### config.mk
export PLATFORM = sky130hd
export DESIGN_NAME = sha256_stream_hasher
export DESIGN_NICKNAME = d
export VERILOG_FILES = /design/src/hdl/s256_pkg.sv /design/src/hdl/s256_core.sv /design/src/hdl/sha256_stream_hasher.sv
export SDC_FILE = /design/constraint.sdc
export NUM_CORES = 2
export LEC_CHECK = 0
export BUFFER_PORTS_ARGS = -buffer_cell sky130_fd_sc_hd__buf_2
export CORE_MARGIN = 2
export CORE_UTILIZATION = 52
export DETAILED_ROUTE_END_ITERATION = 10
export PLACE_DENSITY = 0.67
export SYNTH_ARGS = -nofsm -noshare
export SYNTH_HDL_FRONTEND = slang
export SYNTH_SLANG_ARGS = --single-unit
### constraint.sdc
create_clock -name clock -period 22.6 [get_ports clock]
set_input_delay 1.13 -clock clock [delete_from_list [all_inputs] [get_ports clock]]
set_output_delay 1.13 -clock clock [all_outputs]
set_load 0.01 [all_outputs]
### src/hdl/s256_pkg.sv
// Shared types, constants and round functions for the SHA-256 stream hasher.
`timescale 1ns / 1ps

package s256_pkg;

   typedef logic [31:0] word_type;
   typedef logic [7:0][31:0] chain_type;

   localparam int ROUNDS = 64;

   // Transaction kinds on the request channel.
   localparam logic KIND_DATA   = 1'b0;
   localparam logic KIND_FINISH = 1'b1;

   // Padding marker, start of the length field and last byte of a block.
   localparam logic [7:0] PAD_BYTE  = 8'h80;
   localparam logic [7:0] ZERO_BYTE = 8'h00;
   localparam logic [5:0] LEN_POS   = 6'd56;
   localparam logic [5:0] LAST_FILL = 6'd63;
   localparam logic [2:0] LAST_WORD = 3'd7;

   // Initial hash values; element 0 is the first word of the digest.
   localparam chain_type INIT_H = {
      32'h5be0cd19, 32'h1f83d9ab, 32'h9b05688c, 32'h510e527f,
      32'ha54ff53a, 32'h3c6ef372, 32'hbb67ae85, 32'h6a09e667
   };

   // Round constants.
   localparam logic [31:0] K_TABLE [ROUNDS] = '{
      32'h428a2f98, 32'h71374491, 32'hb5c0fbcf, 32'he9b5dba5,
      32'h3956c25b, 32'h59f111f1, 32'h923f82a4, 32'hab1c5ed5,
      32'hd807aa98, 32'h12835b01, 32'h243185be, 32'h550c7dc3,
      32'h72be5d74, 32'h80deb1fe, 32'h9bdc06a7, 32'hc19bf174,
      32'he49b69c1, 32'hefbe4786, 32'h0fc19dc6, 32'h240ca1cc,
      32'h2de92c6f, 32'h4a7484aa, 32'h5cb0a9dc, 32'h76f988da,
      32'h983e5152, 32'ha831c66d, 32'hb00327c8, 32'hbf597fc7,
      32'hc6e00bf3, 32'hd5a79147, 32'h06ca6351, 32'h14292967,
      32'h27b70a85, 32'h2e1b2138, 32'h4d2c6dfc, 32'h53380d13,
      32'h650a7354, 32'h766a0abb, 32'h81c2c92e, 32'h92722c85,
      32'ha2bfe8a1, 32'ha81a664b, 32'hc24b8b70, 32'hc76c51a3,
      32'hd192e819, 32'hd6990624, 32'hf40e3585, 32'h106aa070,
      32'h19a4c116, 32'h1e376c08, 32'h2748774c, 32'h34b0bcb5,
      32'h391c0cb3, 32'h4ed8aa4a, 32'h5b9cca4f, 32'h682e6ff3,
      32'h748f82ee, 32'h78a5636f, 32'h84c87814, 32'h8cc70208,
      32'h90befffa, 32'ha4506ceb, 32'hbef9a3f7, 32'hc67178f2
   };

   // Sequencer states of the top level.
   typedef enum logic [2:0] {
      ST_IDLE,
      ST_COMP,
      ST_PAD,
      ST_PCOMP,
      ST_LEN,
      ST_FCOMP,
      ST_OUT
   } state_type;

   // Commands from the sequencer to the compression core.
   typedef struct packed {
      logic       wr_en;
      logic [5:0] wr_idx;
      logic [7:0] wr_byte;
      logic       start;
      logic       reinit;
   } core_ctrl_type;

   // Status from the compression core.
   typedef struct packed {
      logic busy;
      logic done;
   } core_status_type;

   function automatic word_type rotr(input word_type x, input int unsigned n);
      rotr = (x >> n) | (x << (32 - n));
   endfunction

   function automatic word_type big_sigma0(input word_type x);
      big_sigma0 = rotr(x, 2) ^ rotr(x, 13) ^ rotr(x, 22);
   endfunction

   function automatic word_type big_sigma1(input word_type x);
      big_sigma1 = rotr(x, 6) ^ rotr(x, 11) ^ rotr(x, 25);
   endfunction

   function automatic word_type small_sigma0(input word_type x);
      small_sigma0 = rotr(x, 7) ^ rotr(x, 18) ^ (x >> 3);
   endfunction

   function automatic word_type small_sigma1(input word_type x);
      small_sigma1 = rotr(x, 17) ^ rotr(x, 19) ^ (x >> 10);
   endfunction

   function automatic word_type choose(input word_type e, input word_type f,
                                       input word_type g);
      choose = (e & f) ^ (~e & g);
   endfunction

   function automatic word_type majority(input word_type a, input word_type b,
                                         input word_type c);
      majority = (a & b) ^ (a & c) ^ (b & c);
   endfunction

endpackage

### src/hdl/s256_core.sv
// Block buffer, message schedule window and one-round-per-cycle compression unit.
`timescale 1ns / 1ps

module s256_core (
   input  logic                    clock,
   input  logic                    reset,
   input  s256_pkg::core_ctrl_type ctrl,
   output s256_pkg::core_status_type status,
   output s256_pkg::chain_type     chain_words
);
   import s256_pkg::*;

   chain_type  chain_ff;
   chain_type  var_ff;
   word_type   win_ff [16];
   logic [5:0] round_ff;
   logic       busy_ff;
   logic       fold_ff;

   word_type   t1;
   word_type   t2;
   word_type   w_new;
   logic [1:0] byte_lane;

   // One compression round and the next schedule word.
   always_comb begin
      t1 = var_ff[7] + big_sigma1(var_ff[4]) + choose(var_ff[4], var_ff[5], var_ff[6])
         + K_TABLE[round_ff] + win_ff[0];
      t2 = big_sigma0(var_ff[0]) + majority(var_ff[0], var_ff[1], var_ff[2]);
      w_new = small_sigma1(win_ff[14]) + win_ff[9] + small_sigma0(win_ff[1]) + win_ff[0];
      byte_lane = 2'd3 - ctrl.wr_idx[1:0];
   end

   // The window holds the block bytes as big-endian words and then shifts as the schedule.
   always_ff @(posedge clock) begin
      if (ctrl.wr_en) begin
         win_ff[ctrl.wr_idx[5:2]][{byte_lane, 3'b000} +: 8] <= ctrl.wr_byte;
      end else if (busy_ff) begin
         for (int i = 0; i < 15; i++) begin
            win_ff[i] <= win_ff[i + 1];
         end
         win_ff[15] <= w_new;
      end
   end

   // Working variables a to h.
   always_ff @(posedge clock) begin
      if (ctrl.start) begin
         var_ff <= chain_ff;
      end else if (busy_ff) begin
         var_ff[7] <= var_ff[6];
         var_ff[6] <= var_ff[5];
         var_ff[5] <= var_ff[4];
         var_ff[4] <= var_ff[3] + t1;
         var_ff[3] <= var_ff[2];
         var_ff[2] <= var_ff[1];
         var_ff[1] <= var_ff[0];
         var_ff[0] <= t1 + t2;
      end
   end

   // Round counter; the fold cycle follows the last round.
   always_ff @(posedge clock) begin
      if (reset) begin
         busy_ff  <= 1'b0;
         fold_ff  <= 1'b0;
         round_ff <= '0;
      end else begin
         fold_ff <= 1'b0;
         if (ctrl.start) begin
            busy_ff  <= 1'b1;
            round_ff <= '0;
         end else if (busy_ff) begin
            round_ff <= round_ff + 6'd1;
            if (round_ff == 6'(ROUNDS - 1)) begin
               busy_ff <= 1'b0;
               fold_ff <= 1'b1;
            end
         end
      end
   end

   // Chaining words: folded after each block, restored after each digest.
   always_ff @(posedge clock) begin
      if (reset || ctrl.reinit) begin
         chain_ff <= INIT_H;
      end else if (fold_ff) begin
         for (int i = 0; i < 8; i++) begin
            chain_ff[i] <= chain_ff[i] + var_ff[i];
         end
      end
   end

   assign status.busy = busy_ff;
   assign status.done = fold_ff;
   assign chain_words = chain_ff;

endmodule

### src/hdl/sha256_stream_hasher.sv
// Top level of the SHA-256 stream hasher: byte intake, padding sequencer and digest output.
//
//   Channel | Ports                                                | Direction
//   --------+------------------------------------------------------+----------
//   req     | req_valid, req_stall, req_kind, req_data_byte        | in
//   rsp     | rsp_valid, rsp_stall, rsp_digest_word, rsp_word_index, rsp_last_word | out
//
// Data bytes are taken one per cycle while the sequencer is idle; the 64th byte of a block
// starts 64 rounds of the shared round unit and a fold, during which requests stall.
// A finish transaction writes padding and length one byte per cycle outside compressions
// (up to 72 bytes, and a step without a write where the zero run meets the length field),
// runs one or two compressions and offers the eight digest words, one per unstalled cycle.
// Reset is synchronous and restores the initial hash values, fill count and length.
// Request stall is high whenever the sequencer is not idle; response stall holds the
// current digest word in place.
`timescale 1ns / 1ps

module sha256_stream_hasher (
   input  logic        clock,
   input  logic        reset,
   input  logic        req_valid,
   output logic        req_stall,
   input  logic        req_kind,
   input  logic [7:0]  req_data_byte,
   output logic        rsp_valid,
   input  logic        rsp_stall,
   output logic [31:0] rsp_digest_word,
   output logic [2:0]  rsp_word_index,
   output logic        rsp_last_word
);
   import s256_pkg::*;

   state_type       state_ff;
   state_type       state_in;
   logic [5:0]      fill_ff;
   logic [5:0]      fill_in;
   logic [63:0]     bits_ff;
   logic [63:0]     bits_in;
   logic [2:0]      out_idx_ff;
   logic [2:0]      out_idx_in;

   logic            req_accept;
   logic            rsp_accept;
   logic [7:0]      len_byte;
   core_ctrl_type   core_ctrl;
   core_status_type core_status;
   chain_type       chain_words;

   s256_core u_core (
      .clock       (clock),
      .reset       (reset),
      .ctrl        (core_ctrl),
      .status      (core_status),
      .chain_words (chain_words)
   );

   assign req_accept = req_valid & ~req_stall;
   assign rsp_accept = rsp_valid & ~rsp_stall;

   // Length bytes go out most significant first at block positions 56 to 63.
   assign len_byte = bits_ff[{~fill_ff[2:0], 3'b000} +: 8];

   // Next state.
   always_comb begin
      state_in = state_ff;
      case (state_ff)
         ST_IDLE: begin
            if (req_accept) begin
               if (req_kind == KIND_DATA) begin
                  state_in = (fill_ff == LAST_FILL) ? ST_COMP : ST_IDLE;
               end else begin
                  state_in = (fill_ff == LAST_FILL) ? ST_PCOMP : ST_PAD;
               end
            end
         end
         ST_COMP: begin
            if (core_status.done) state_in = ST_IDLE;
         end
         ST_PAD: begin
            if (fill_ff == LEN_POS) begin
               state_in = ST_LEN;
            end else if (fill_ff == LAST_FILL) begin
               state_in = ST_PCOMP;
            end
         end
         ST_PCOMP: begin
            if (core_status.done) state_in = ST_PAD;
         end
         ST_LEN: begin
            if (fill_ff == LAST_FILL) state_in = ST_FCOMP;
         end
         ST_FCOMP: begin
            if (core_status.done) state_in = ST_OUT;
         end
         ST_OUT: begin
            if (rsp_accept && out_idx_ff == LAST_WORD) state_in = ST_IDLE;
         end
         default: begin
            state_in = ST_IDLE;
         end
      endcase
   end

   // Outputs: handshakes and commands to the core.
   always_comb begin
      core_ctrl        = '0;
      core_ctrl.wr_idx = fill_ff;
      req_stall        = 1'b1;
      rsp_valid        = 1'b0;
      case (state_ff)
         ST_IDLE: begin
            req_stall = 1'b0;
            if (req_accept) begin
               core_ctrl.wr_en   = 1'b1;
               core_ctrl.wr_byte = (req_kind == KIND_DATA) ? req_data_byte : PAD_BYTE;
               core_ctrl.start   = (fill_ff == LAST_FILL);
            end
         end
         ST_PAD: begin
            if (fill_ff != LEN_POS) begin
               core_ctrl.wr_en   = 1'b1;
               core_ctrl.wr_byte = ZERO_BYTE;
               core_ctrl.start   = (fill_ff == LAST_FILL);
            end
         end
         ST_LEN: begin
            core_ctrl.wr_en   = 1'b1;
            core_ctrl.wr_byte = len_byte;
            core_ctrl.start   = (fill_ff == LAST_FILL);
         end
         ST_OUT: begin
            rsp_valid        = 1'b1;
            core_ctrl.reinit = rsp_accept && (out_idx_ff == LAST_WORD);
         end
         default: begin
            core_ctrl = core_ctrl;
         end
      endcase
   end

   // Fill count, message length and digest word pointer.
   always_comb begin
      fill_in    = fill_ff;
      bits_in    = bits_ff;
      out_idx_in = out_idx_ff;
      if (core_ctrl.wr_en) begin
         fill_in = fill_ff + 6'd1;
      end
      if (req_accept && req_kind == KIND_DATA) begin
         bits_in = bits_ff + 64'd8;
      end
      if (rsp_accept) begin
         out_idx_in = out_idx_ff + 3'd1;
      end
      if (core_ctrl.reinit) begin
         fill_in = '0;
         bits_in = '0;
      end
   end

   always_ff @(posedge clock) begin
      if (reset) begin
         state_ff   <= ST_IDLE;
         fill_ff    <= '0;
         bits_ff    <= '0;
         out_idx_ff <= '0;
      end else begin
         state_ff   <= state_in;
         fill_ff    <= fill_in;
         bits_ff    <= bits_in;
         out_idx_ff <= out_idx_in;
      end
   end

   assign rsp_digest_word = chain_words[out_idx_ff];
   assign rsp_word_index  = out_idx_ff;
   assign rsp_last_word   = (out_idx_ff == LAST_WORD);

   // The request side is closed while digest words are offered.
   a_no_req_during_rsp: assert property (@(posedge clock) disable iff (reset)
      rsp_valid |-> req_stall)
      else $error("request accepted while digest is offered");

   // The core never computes while the sequencer is idle.
   a_core_idle: assert property (@(posedge clock) disable iff (reset)
      (state_ff == ST_IDLE) |-> !core_status.busy)
      else $error("core busy in idle state");

   // The 64th data byte hands the block to the core.
   a_full_block: assert property (@(posedge clock) disable iff (reset)
      (req_accept && req_kind == KIND_DATA && fill_ff == LAST_FILL)
      |=> (state_ff == ST_COMP && core_status.busy))
      else $error("full block not compressed");

   // Digest words leave in order.
   a_word_order: assert property (@(posedge clock) disable iff (reset)
      (rsp_accept && !rsp_last_word) |=> (rsp_valid
      && rsp_word_index == $past(rsp_word_index) + 3'd1))
      else $error("digest word out of order");

   // After the last word the message state is back at its initial value.
   a_reinit: assert property (@(posedge clock) disable iff (reset)
      (rsp_accept && rsp_last_word) |=> (fill_ff == 6'd0 && bits_ff == 64'd0
      && state_ff == ST_IDLE))
      else $error("state not restored after digest");

endmodule

==> impl_metrics.ini <==
[run_status]
outcome = completed

[clock_network]
clk_latency_ns = 0.79
cts_tree = built
cts-root-buf = clkbuf_16
cts-htree-levels = 3
cts_num_sinks = 1105
clockBufferDepth = 3
cts_hold_buffers = 0
cts_made_buffers = 121
path_clk_slew_ns = 0.06
cts_resized = 0
cts_setup_buffers = 0

[floorplanning]
fp.dieH_um = 378
core_um2 = 139000
dieArea_um2 = 143000
die_x_um = 378
initial_core_util = 0.523
num_rows = 137
io_pins = 51

[placement]
place_hpwl_um = 173000
routabilityCongestion = 0.988
placed_area_um2 = 74900
place.port_buffers = 50

[timing]
hold_viol = 0
setup-violations-final = 0
slew_violations = 0
tightestPinTransition_ns = 1.31
slew-limit-headroom = 0.118
fmax_mhz = 93.2
rsz0062_at_grt = no
period_needed_ns = 10.73
fin_skew_ns = 0.0677
finalCritPeriodShare = 0.475
tns_ns = 0

[grt]
gr-usage-all-layers = 0.324
grt_pass1_vias = 54053
grt_max_degree = 242
grt_pass1_wl_um = 348000
grt_overflow_total = 0
grt_antenna_before_repair = 1

[yosys]
synth.yosys.seq_area_share = 0.409
synth_commonest_cells = nand2_1, edfxtp_1, a21o_1
synth_edf_count = 768
syn_area_um2 = 72900
yosysMostFrequentCell = nand2_1
synth-seq-cells = 1105
async_reset_ff_frac = 0
syn_nets = 8000
synth_top_cell_by_area = edfxtp_1
synth_top_area_share = 0.316
ys_top_cells_by_area = edfxtp_1, dfxtp_1, ha_1, a21o_1, nand2_1
synth_cells = 7392
ys_types = 104
yosysWarnings = 0
synth_top_flop_cell = edfxtp_1
avgSynthCellArea_um2 = 9.86

[power_and_ir_drop]
combPwrFrac = 0.264
pwr-share-clk = 0.346
max-vdd-ir-drop_uv = 71.9
internal_power_w = 0.00405
seqPwrFrac = 0.391
p_leak_nw = 34.2
p_per_area_nw_per_um2 = 74.2
switchingPower_w = 0.00181
p_sw_frac = 0.308

[worst_setup_path]
cp.arrival_ns = 11.22
crit_slowest_cell = ha_1
worst_path_largest_cell_delay_ns = 0.75
crit_path_end_kind = flip-flop
cp_max_fo = 26
cp.required_ns = 23.09
critical_path_class = flip-flop to flip-flop
cp_top_family = compound AO/OA/AOI/OAI gates
worstPathBufferInverterCount = 3
startpoint_type = flip-flop
cp_common_cell = a21oi_1

[drt]
finalWirelength_um = 235000
wl_per_cell_um = 25.4
initialDrtViolationCount = 5647
num_vias = 56912
drt-pass1-iter-count = 8
drcViolationCount = 0
viasPerCell = 6.15
ant_nets = 0

[final_layout]
drive_above_1_share = 0.0735
n_fill_cell = 12240
area_growth_pct = 8.30
multiInputGateArea_um2 = 40500
num-nets-final = 7880
regArea_um2 = 29800
finalInstanceArea_um2 = 79000

[worst_hold_path]
hp-class = flip-flop to flip-flop

[job]
max-cap-violations = 0
==> cells by family after synthesis <==
kind of cell / share of synthesized area
buffers and inverters: 0.0369
multiplexers: 0.0478
XOR/XNOR: 0.0747
flip-flops: 0.409
AND/OR/NAND/NOR: 0.122
AO/OA/AOI/OAI: 0.184
adder cells (fa/ha/maj): 0.125
==> power groups by stage <==
stage | Sequential, W | Combinational [W] | Clock (W)
after floorplan | 0.00231 | 0.00116 | 0
after global placement | 0.00233 | 0.00150 | 0
after detailed placement | 0.00233 | 0.00152 | 0
after CTS | 0.00229 | 0.00153 | 0.00205
after global routing | 0.00229 | 0.00170 | 0.00212
final | 0.00229 | 0.00154 | 0.00203
==> per-layer routing <==
metal,vias up,part of all wire,global-route usage
met4,0,0.067,0.189
li1,26159,-,-
met2,2336,0.45,0.511
met3,566,0.073,0.0459
met1,27851,0.41,0.426
met5,-,0,0
==> stage by stage <==
step	util	worst slack, ns	instances	power, W	hold slack [ns]
6_report	0.567	11.88	9256	0.00586	0.494
5_1_grt	0.567	11.36	9252	0.00611	0.521
4_1_cts	0.567	12.02	9251	0.00587	0.494
3_5_place_dp	0.538	12.06	9024	0.00385	0.486
3_3_place_gp	0.538	12.20	9024	0.00383	0.470
2_1_floorplan	-	13.62	7392	0.00348	0.453
==> area by class of cell <==
cell class,count,area share
clock buffer,181,0.0429
antenna,4,0.000127
multi-input combinational,5584,0.513
tap,1876,0.0297
timing repair buffer,173,0.0155
clock inverter,46,0.00781
inverter,287,0.0137
sequential,1105,0.378
==> sequential cells by signal, summed over array words and instances (netlist names) <==
name / flops
u_core.win_ff: 512
u_core.chain_words: 256
u_core.var_ff: 256
bits_ff: 61
fill_ff: 6
u_core.round_ff: 6
rsp_word_index: 3
state_ff: 3
u_core.busy_ff: 1
u_core.fold_ff: 1
==> path summary, 6_finish.rpt <==
check                                from                      end  slack [ns]  depth (start not counted)
hold reg to reg   u_core.chain_words[124]  u_core.chain_words[124]        0.49                          2
hold / removal    u_core.chain_words[124]  u_core.chain_words[124]        0.49                          2
setup / recovery       u_core.round_ff[1]        u_core.var_ff[31]       11.88                         39
setup reg to reg       u_core.round_ff[1]        u_core.var_ff[31]       11.88                         39
==> placed cells by master (no fill, tap or decap), drive strengths merged, types with 181 or more instances in the layout <==
cell	instances
nand2	1042
edfxtp	768
a21o	646
nor2	503
o21ai	468
a21oi	431
xnor2	414
ha	400
dfxtp	337
inv	286
xor2	208
fa	195
clkbuf	181
==> worst reg2reg max path: cells and delay by family (launching register included) <==
family,cells,cell delay [ns]
flip-flops,1,0.30
buffers and inverters,3,0.83
adder cells (fa/ha/maj),7,3.32
AO/OA/AOI/OAI,18,4.15
AND/OR/NAND/NOR,8,1.26
XOR/XNOR,3,0.56
Power figures use the tool's default switching activity.
